[src/design/iirdf2_pkg.sv]
package iirdf2_pkg;

   // Default filter order of the delay line
   localparam int ORDER_DEFAULT = 2;

   // Field and datapath widths
   localparam int SAMPLE_W = 16;
   localparam int COEF_W   = 18;
   localparam int W_W      = 24;
   localparam int FRAC_W   = 14;
   localparam int PROD_W   = COEF_W + W_W - FRAC_W;
   localparam int ACC_W    = 30;
   localparam int TAP_W    = 2;
   localparam int ORD_W    = 2;

   // Configuration port
   localparam int CSR_IDX_W  = 3;
   localparam int CSR_DATA_W = COEF_W;

   localparam logic [CSR_IDX_W-1:0] REG_ORDER = 3'd0;
   localparam logic [CSR_IDX_W-1:0] REG_B0    = 3'd1;
   localparam logic [CSR_IDX_W-1:0] REG_B1    = 3'd2;
   localparam logic [CSR_IDX_W-1:0] REG_B2    = 3'd3;
   localparam logic [CSR_IDX_W-1:0] REG_A1    = 3'd4;
   localparam logic [CSR_IDX_W-1:0] REG_A2    = 3'd5;

   // Register reset values
   localparam logic [ORD_W-1:0]         ORDER_RESET = 2'd2;
   localparam logic signed [COEF_W-1:0] B0_RESET    = 18'sd16384;

   // Most taps per side that have coefficients
   localparam int MAX_TAPS = 2;

   // Sequencer states
   typedef enum logic [2:0] {
      ST_IDLE,
      ST_FB,
      ST_FB_DRAIN,
      ST_WSAT,
      ST_FF,
      ST_FF_DRAIN,
      ST_YSAT
   } state_type;

   // Controls for the shared multiply-accumulate unit
   typedef struct packed {
      logic issue;
      logic sub;
      logic acc_load;
   } mac_ctl_type;

   // Sequencer to datapath controls
   typedef struct packed {
      mac_ctl_type            mac;
      logic                   fwd;
      logic [TAP_W-1:0]       tap;
      logic                   load_x;
      logic                   w_latch;
      logic                   y_latch;
   } seq_ctl_type;

endpackage

[src/design/iir_direct_form2_filter.sv]
// Channel   | Direction | Beat contents
// req_      | in        | req_sample_in
// rsp_      | out       | rsp_sample_out, rsp_clipped
// csr_      | in        | csr_index, csr_data (write only)
//
// A sample takes n feedback and n+1 feedforward products, n being the order
// in use (1 or 2), on the single multiply-accumulate unit, which takes one
// product per cycle, with one pipeline drain after each side.
// Synchronous reset clears the delay line, the sequencer and the output
// valid flag, and sets the order and coefficient registers to their defaults.
// While an earlier result is held by rsp_stall, a new one waits in the last step.
module iir_direct_form2_filter #(
   parameter int ORDER = iirdf2_pkg::ORDER_DEFAULT
) (
   input  logic                                    clock,
   input  logic                                    reset,
   input  logic                                    req_valid,
   output logic                                    req_stall,
   input  logic signed [iirdf2_pkg::SAMPLE_W-1:0]  req_sample_in,
   output logic                                    rsp_valid,
   input  logic                                    rsp_stall,
   output logic signed [iirdf2_pkg::SAMPLE_W-1:0]  rsp_sample_out,
   output logic                                    rsp_clipped,
   input  logic                                    csr_write,
   input  logic [iirdf2_pkg::CSR_IDX_W-1:0]        csr_index,
   input  logic [iirdf2_pkg::CSR_DATA_W-1:0]       csr_data
);

   localparam int NTAPS = (ORDER < iirdf2_pkg::MAX_TAPS) ? ORDER : iirdf2_pkg::MAX_TAPS;
   localparam int W_W   = iirdf2_pkg::W_W;
   localparam int ACC_W = iirdf2_pkg::ACC_W;
   localparam int SW    = iirdf2_pkg::SAMPLE_W;

   logic [iirdf2_pkg::ORD_W-1:0]            order_ff;
   logic signed [iirdf2_pkg::COEF_W-1:0]    b0_ff, b1_ff, b2_ff, a1_ff, a2_ff;
   logic signed [W_W-1:0]                   delay_ff [ORDER];
   logic signed [W_W-1:0]                   w_ff;
   logic                                    hit_ff;
   logic                                    rsp_valid_ff;
   logic signed [SW-1:0]                    rsp_sample_ff;
   logic                                    rsp_clipped_ff;

   logic [iirdf2_pkg::ORD_W-1:0]            n_taps;
   logic                                    out_free;
   iirdf2_pkg::seq_ctl_type                 ctl;
   logic signed [iirdf2_pkg::COEF_W-1:0]    coef_sel;
   logic signed [W_W-1:0]                   data_sel;
   logic signed [W_W-1:0]                   delay_sel;
   logic [iirdf2_pkg::TAP_W-1:0]            delay_idx;
   logic signed [ACC_W-1:0]                 load_value;
   logic signed [ACC_W-1:0]                 acc;
   logic                                    w_ovf;
   logic signed [W_W-1:0]                   w_sat;
   logic                                    y_ovf;
   logic signed [SW-1:0]                    y_sat;

   // Effective order: zero acts as one, capped at the taps that exist
   always_comb begin
      if (order_ff == '0) begin
         n_taps = 2'd1;
      end else if (order_ff > iirdf2_pkg::ORD_W'(NTAPS)) begin
         n_taps = iirdf2_pkg::ORD_W'(NTAPS);
      end else begin
         n_taps = order_ff;
      end
   end

   // Configuration registers
   always_ff @(posedge clock) begin
      if (reset) begin
         order_ff <= iirdf2_pkg::ORDER_RESET;
         b0_ff    <= iirdf2_pkg::B0_RESET;
         b1_ff    <= '0;
         b2_ff    <= '0;
         a1_ff    <= '0;
         a2_ff    <= '0;
      end else if (csr_write) begin
         case (csr_index)
            iirdf2_pkg::REG_ORDER: order_ff <= csr_data[iirdf2_pkg::ORD_W-1:0];
            iirdf2_pkg::REG_B0:    b0_ff    <= $signed(csr_data);
            iirdf2_pkg::REG_B1:    b1_ff    <= $signed(csr_data);
            iirdf2_pkg::REG_B2:    b2_ff    <= $signed(csr_data);
            iirdf2_pkg::REG_A1:    a1_ff    <= $signed(csr_data);
            iirdf2_pkg::REG_A2:    a2_ff    <= $signed(csr_data);
            default: ;
         endcase
      end
   end

   assign out_free = !rsp_valid_ff || !rsp_stall;

   iirdf2_seq u_seq (
      .clock     (clock),
      .reset     (reset),
      .req_valid (req_valid),
      .out_free  (out_free),
      .n_taps    (n_taps),
      .req_stall (req_stall),
      .ctl       (ctl)
   );

   // Operand selection: feedback tap k uses d[k], feedforward tap k uses d[k-1]
   assign delay_idx = ctl.fwd ? (ctl.tap - 2'd1) : ctl.tap;

   always_comb begin
      delay_sel = '0;
      for (int k = 0; k < ORDER; k++) begin
         if (delay_idx == iirdf2_pkg::TAP_W'(k)) begin
            delay_sel = delay_ff[k];
         end
      end
   end

   always_comb begin
      if (ctl.fwd) begin
         case (ctl.tap)
            2'd0:    coef_sel = b0_ff;
            2'd1:    coef_sel = b1_ff;
            default: coef_sel = b2_ff;
         endcase
         data_sel = (ctl.tap == '0) ? w_ff : delay_sel;
      end else begin
         coef_sel = (ctl.tap == '0) ? a1_ff : a2_ff;
         data_sel = delay_sel;
      end
   end

   assign load_value = ctl.load_x ? ACC_W'(req_sample_in) : '0;

   iirdf2_mac u_mac (
      .clock      (clock),
      .reset      (reset),
      .ctl        (ctl.mac),
      .coef       (coef_sel),
      .data       (data_sel),
      .load_value (load_value),
      .acc        (acc)
   );

   // Saturation of w to 24 bits and y to 16 bits
   assign w_ovf = (acc[ACC_W-1:W_W-1] != '0) && (acc[ACC_W-1:W_W-1] != '1);
   assign w_sat = w_ovf ? (acc[ACC_W-1] ? {1'b1, {(W_W-1){1'b0}}} : {1'b0, {(W_W-1){1'b1}}})
                        : acc[W_W-1:0];
   assign y_ovf = (acc[ACC_W-1:SW-1] != '0) && (acc[ACC_W-1:SW-1] != '1);
   assign y_sat = y_ovf ? (acc[ACC_W-1] ? {1'b1, {(SW-1){1'b0}}} : {1'b0, {(SW-1){1'b1}}})
                        : acc[SW-1:0];

   // Latched w and its clip flag
   always_ff @(posedge clock) begin
      if (ctl.w_latch) begin
         w_ff   <= w_sat;
         hit_ff <= w_ovf;
      end
   end

   // Delay line shifts in w once the output is formed
   always_ff @(posedge clock) begin
      if (reset) begin
         for (int k = 0; k < ORDER; k++) begin
            delay_ff[k] <= '0;
         end
      end else if (ctl.y_latch) begin
         delay_ff[0] <= w_ff;
         for (int k = 1; k < ORDER; k++) begin
            delay_ff[k] <= delay_ff[k-1];
         end
      end
   end

   // Output register
   always_ff @(posedge clock) begin
      if (reset) begin
         rsp_valid_ff <= 1'b0;
      end else if (ctl.y_latch) begin
         rsp_valid_ff <= 1'b1;
      end else if (!rsp_stall) begin
         rsp_valid_ff <= 1'b0;
      end
   end

   always_ff @(posedge clock) begin
      if (ctl.y_latch) begin
         rsp_sample_ff  <= y_sat;
         rsp_clipped_ff <= hit_ff | y_ovf;
      end
   end

   assign rsp_valid      = rsp_valid_ff;
   assign rsp_sample_out = rsp_sample_ff;
   assign rsp_clipped    = rsp_clipped_ff;

endmodule

[src/design/iirdf2_mac.sv]
module iirdf2_mac (
   input  logic                                       clock,
   input  logic                                       reset,
   input  iirdf2_pkg::mac_ctl_type                    ctl,
   input  logic signed [iirdf2_pkg::COEF_W-1:0]       coef,
   input  logic signed [iirdf2_pkg::W_W-1:0]          data,
   input  logic signed [iirdf2_pkg::ACC_W-1:0]        load_value,
   output logic signed [iirdf2_pkg::ACC_W-1:0]        acc
);

   localparam int FULL_W = iirdf2_pkg::COEF_W + iirdf2_pkg::W_W;

   logic signed [FULL_W-1:0]              prod_full;
   logic signed [iirdf2_pkg::PROD_W-1:0]  prod_ff;
   logic                                  pend_ff;
   logic                                  pend_sub_ff;
   logic signed [iirdf2_pkg::ACC_W-1:0]   acc_ff;
   logic signed [iirdf2_pkg::ACC_W-1:0]   prod_ext;

   // Full product; dropping the low fraction bits of a signed value floors it
   assign prod_full = coef * data;
   assign prod_ext  = iirdf2_pkg::ACC_W'(prod_ff);

   // Product register
   always_ff @(posedge clock) begin
      if (ctl.issue) begin
         prod_ff <= prod_full[FULL_W-1:iirdf2_pkg::FRAC_W];
      end
   end

   // Pending-product flags, set in the cycle after the issue
   always_ff @(posedge clock) begin
      if (reset) begin
         pend_ff     <= 1'b0;
         pend_sub_ff <= 1'b0;
      end else begin
         pend_ff     <= ctl.issue;
         pend_sub_ff <= ctl.sub;
      end
   end

   // Accumulator
   always_ff @(posedge clock) begin
      if (ctl.acc_load) begin
         acc_ff <= load_value;
      end else if (pend_ff) begin
         if (pend_sub_ff) begin
            acc_ff <= acc_ff - prod_ext;
         end else begin
            acc_ff <= acc_ff + prod_ext;
         end
      end
   end

   assign acc = acc_ff;

endmodule

[src/design/iirdf2_seq.sv]
module iirdf2_seq (
   input  logic                                 clock,
   input  logic                                 reset,
   input  logic                                 req_valid,
   input  logic                                 out_free,
   input  logic [iirdf2_pkg::ORD_W-1:0]         n_taps,
   output logic                                 req_stall,
   output iirdf2_pkg::seq_ctl_type              ctl
);

   iirdf2_pkg::state_type            state_ff, state_in;
   logic [iirdf2_pkg::TAP_W-1:0]     tap_ff, tap_in;
   logic [iirdf2_pkg::TAP_W-1:0]     last_fb;

   assign last_fb = iirdf2_pkg::TAP_W'(n_taps - 2'd1);

   // State and tap counter
   always_ff @(posedge clock) begin
      if (reset) begin
         state_ff <= iirdf2_pkg::ST_IDLE;
         tap_ff   <= '0;
      end else begin
         state_ff <= state_in;
         tap_ff   <= tap_in;
      end
   end

   // Next state and controls
   always_comb begin
      state_in         = state_ff;
      tap_in           = tap_ff;
      req_stall        = 1'b1;
      ctl              = '0;
      ctl.tap          = tap_ff;
      case (state_ff)
         iirdf2_pkg::ST_IDLE: begin
            req_stall = 1'b0;
            if (req_valid) begin
               ctl.mac.acc_load = 1'b1;
               ctl.load_x       = 1'b1;
               tap_in           = '0;
               state_in         = iirdf2_pkg::ST_FB;
            end
         end
         // feedback taps: acc -= a_i * d[i-1]
         iirdf2_pkg::ST_FB: begin
            ctl.mac.issue = 1'b1;
            ctl.mac.sub   = 1'b1;
            if (tap_ff == last_fb) begin
               tap_in   = '0;
               state_in = iirdf2_pkg::ST_FB_DRAIN;
            end else begin
               tap_in = tap_ff + 2'd1;
            end
         end
         iirdf2_pkg::ST_FB_DRAIN: begin
            state_in = iirdf2_pkg::ST_WSAT;
         end
         // w is final: latch it and clear the accumulator
         iirdf2_pkg::ST_WSAT: begin
            ctl.w_latch      = 1'b1;
            ctl.mac.acc_load = 1'b1;
            tap_in           = '0;
            state_in         = iirdf2_pkg::ST_FF;
         end
         // feedforward: b0 * w, then b_i * d[i-1]
         iirdf2_pkg::ST_FF: begin
            ctl.mac.issue = 1'b1;
            ctl.fwd       = 1'b1;
            if (tap_ff == iirdf2_pkg::TAP_W'(n_taps)) begin
               tap_in   = '0;
               state_in = iirdf2_pkg::ST_FF_DRAIN;
            end else begin
               tap_in = tap_ff + 2'd1;
            end
         end
         iirdf2_pkg::ST_FF_DRAIN: begin
            state_in = iirdf2_pkg::ST_YSAT;
         end
         // hand the result over once the output register is free
         iirdf2_pkg::ST_YSAT: begin
            if (out_free) begin
               ctl.y_latch = 1'b1;
               state_in    = iirdf2_pkg::ST_IDLE;
            end
         end
         default: begin
            state_in = iirdf2_pkg::ST_IDLE;
         end
      endcase
   end

endmodule

[config.mk]
export PLATFORM = sky130hd
export DESIGN_NAME = iir_direct_form2_filter
export DESIGN_NICKNAME = d
export VERILOG_FILES = /design/src/design/iirdf2_pkg.sv /design/src/design/iir_direct_form2_filter.sv /design/src/design/iirdf2_mac.sv /design/src/design/iirdf2_seq.sv
export SDC_FILE = /design/constraint.sdc
export NUM_CORES = 2
export LEC_CHECK = 0
export BUFFER_PORTS_ARGS = -buffer_cell sky130_fd_sc_hd__buf_2
export CORE_MARGIN = 2
export CORE_UTILIZATION = 25
export DETAILED_ROUTE_END_ITERATION = 10
export GPL_TIMING_DRIVEN = 0
export PLACE_DENSITY = 0.4
export SLEW_MARGIN = 20
export SYNTH_ARGS = -nofsm -noshare
export SYNTH_HDL_FRONTEND = slang
export SYNTH_HIERARCHICAL = 1
export SYNTH_SLANG_ARGS = --single-unit
[constraint.sdc]
create_clock -name clock -period 18.6 [get_ports clock]
set_input_delay 0.93 -clock clock [delete_from_list [all_inputs] [get_ports clock]]
set_output_delay 0.93 -clock clock [all_outputs]
set_load 0.1 [all_outputs]
==> flow_summary.yaml <==
detailed_routing:
  antenna_left: 0
  first_pass_iters: 5
  drtIter0Drc: 1126
  drc: 0
  postRouteWirelength_um: 86620
  dr_total_vias: 20190
  routed_via_density: 4.473
  avgRoutedWirePerCell_um: 19.19
outcome:
  status: "finished clean"
yosys:
  synthesis.area_mm2: 0.02731
  synth_most_common_cell: "inv_1"
  ys_seq_area_share_pct: 23.53
  avgSynthCellArea_um2: 9.203
  synth_enable_flop_cells: 148
  yosys-top-cells-count: "548 x inv_1, 508 x nand2_1, 425 x fa_1"
  yosys.area.top_type: "fa_1"
  synth_top_area_share_pct: 31.15
  synth-main-ff-cell: "edfxtp_1"
  yosys_warnings: 6
  synthArstFlopShare_pct: 0
  syn_inst: 2968
  ys_seq_elements: 247
  synthTopCellsByArea: "fa_1 31%, edfxtp_1 16%, inv_1 7.5%"
  synth.distinct_cells: 80
  synth_nets: 3567
placement:
  gp_congestion: 0.8239
  pre_cts_slack_ns: 7.369
  dpl_cell_area_mm2: 0.02956
  port_buffers: 58
  hpwl_um: 70580
timing:
  slew_violations: 0
  rsz0062_at_grt: "no"
  tns_ns: 0
  relSlewSlack_pct: 22.76
  clock_skew_ns: 0.03848
  fin_crit_sh_pct: 59.34
  period_minus_slack_ns: 11.04
  setup_slack_ns: 7.564
  tightest_slew_ns: 1.153
  finalHoldViolations: 0
  timing.fmax_ghz: 0.09061
  finalSetupViolCount: 0
setup_path:
  slowest_stage: "clkbuf_1"
  crit_buf_inv: 8
  worst_setup_path_start_kind: "flop"
  cp_top_family: "adder cells"
  cp_common_cell: "fa_1"
  arrival_ns: 11.30
  cp_slowest_stage_delay_ns: 0.67
  crit_fanout: 10
  crit_type: "flop to flop"
  cp.required_ns: 18.86
  endpoint_kind: "flop"
grt:
  grt_max_degree: 49
  grt_pass1_wl_um: 134100
  antenna_found_initial: 8
  grt-ovfl-total: 0
  grt_usage_pct: 15.82
  grt_pass1_vias: 21280
power_and_ir_drop:
  switchingPower_mw: 0.9107
  power.share.sequential_pct: 32.0
  p_int_mw: 1.428
  finalPower_mw: 2.339
  vdd_drop_max_mv: 0.05381
  cellLeakagePower_nw: 13.32
  power_frac_comb_pct: 40.3
  switching_share_pct: 38.93
  clkPwrFrac_pct: 27.7
  power.density_mw_per_mm2: 76.26
layout:
  n_fill_cell: 11630
  fin_area_mm2: 0.03067
  nets: 3669
  drive_above_1_share_pct: 5.234
  area_growth_syn_to_layout_pct: 12.29
  final_core_util_pct: 28.26
floorplanning:
  die_h_um: 334.5
  core_area_mm2: 0.1086
  die_x_um: 334.5
  rows: 121
  start_util_pct: 25.16
  ios: 61
  die_area_mm2: 0.1119
clock_network:
  cts_resized: 0
  clk_path_buf_depth: 3
  hold_buffers: 0
  cts_htree_levels: 2
  postCtsSetupRepairBufs: 0
  path_clk_slew_ns: 0.05
  cts-root-buf: "clkbuf_16"
  cts_sinks: 247
  cts_tree: "yes"
  cts-buffers-inserted: 34
  clkLatencyLatePin_ns: 0.55
flow_run:
  drv_cap: 0
min_path:
  hp-class: "flop to flop"
sequential cells by signal (all words and copies together) (netlist names):
signal	count
a1_ff	18
a2_ff	18
b0_ff	18
b1_ff	18
b2_ff	18
delay_ff	48
hit_ff	1
order_ff	1
rsp_clipped	1
rsp_sample_out	16
rsp_valid	1
u_mac/acc	30
u_mac/pend_ff	1
u_mac/pend_sub_ff	1
u_mac/prod_ff	28
u_seq/state_ff	3
u_seq/tap_ff	2
w_ff	24
layout make-up:
| type | count | area [um2] | area share, % |
|---|---|---|---|
| clock inverters | 11 | 128.9 | 0.4202 |
| plain buffers | 147 | 585.6 | 1.909 |
| clock buffers | 50 | 963.4 | 3.141 |
| diodes | 5 | 12.51 | 0.04079 |
| inverters | 550 | 2064 | 6.731 |
| well taps | 1414 | 1769 | 5.768 |
| flip-flops and latches | 247 | 6426 | 20.95 |
| multi-input cells | 2024 | 18340 | 59.78 |
| repair buffers | 66 | 385.4 | 1.256 |
power by group through the flow:
stage | sequential [mW] | combinational [mW] | clock, mW
final | 0.749 | 0.942 | 0.648
after global routing | 0.757 | 1.06 | 0.689
after CTS | 0.752 | 0.953 | 0.670
after detailed placement | 0.763 | 0.945 | 0
after global placement | 0.764 | 0.945 | 0
after floorplan | 0.731 | 0.671 | 0
cell usage in the layout (no fill, tap or decap), drive strengths merged, types with 39 or more instances in the layout:
| cell | n |
|---|---|
| a21o | 39 |
| a21oi | 158 |
| a22oi | 44 |
| and2 | 209 |
| buf | 75 |
| clkbuf | 188 |
| dfxtp | 99 |
| edfxtp | 148 |
| fa | 425 |
| ha | 132 |
| inv | 550 |
| nand2 | 508 |
| nor2 | 95 |
| o21ai | 51 |
| xnor2 | 59 |
path summary, 6_finish.rpt:
check	startpoint	to	slack [ns]	cells after the start
setup / recovery	u_seq/state_ff[2]	u_mac/prod_ff[27]	7.56	28
hold / removal	a2_ff[0]	a2_ff[0]	0.45	2
setup reg to reg	u_seq/state_ff[2]	u_mac/prod_ff[27]	7.56	28
hold reg to reg	a2_ff[0]	a2_ff[0]	0.45	2
metrics by stage:
stage	hold WS (ns)	instances
2_1_floorplan	0.4318	2968
3_3_place_gp	0.4385	4440
3_5_place_dp	0.4449	4448
4_1_cts	0.4521	4509
5_1_grt	0.4593	4509
6_report	0.4511	4514
tightest hold or removal path, cell delays in order (launching register included):
cell,delay (ns)
dfxtp_1,0.30
nand2_1,0.05
a21oi_1,0.05
layer usage:
metal	global-route usage, %	up-vias	wire length, um
met3	1.492	73	2929
met4	3.000	0	1537
met5	0	-	0
met2	26.06	339	40830
li1	-	9491	-
met1	22.62	10290	41330
logic make-up (layout without fill, tap and decap cells):
family | count (synthesis) | in the layout | synth area share (%)
buffers and inverters | 697 | 824 | 9.702
xor gates and xnor gates | 83 | 83 | 2.661
and+or+nand+nor | 937 | 937 | 16.12
muxes | 20 | 20 | 0.7420
DFF | 247 | 247 | 23.53
AOI/OAI and AO/OA | 427 | 427 | 10.05
other | 0 | 5 | 0
adders and majority gates | 557 | 557 | 37.19
Note: power is estimated with default switching activity, not from simulation.
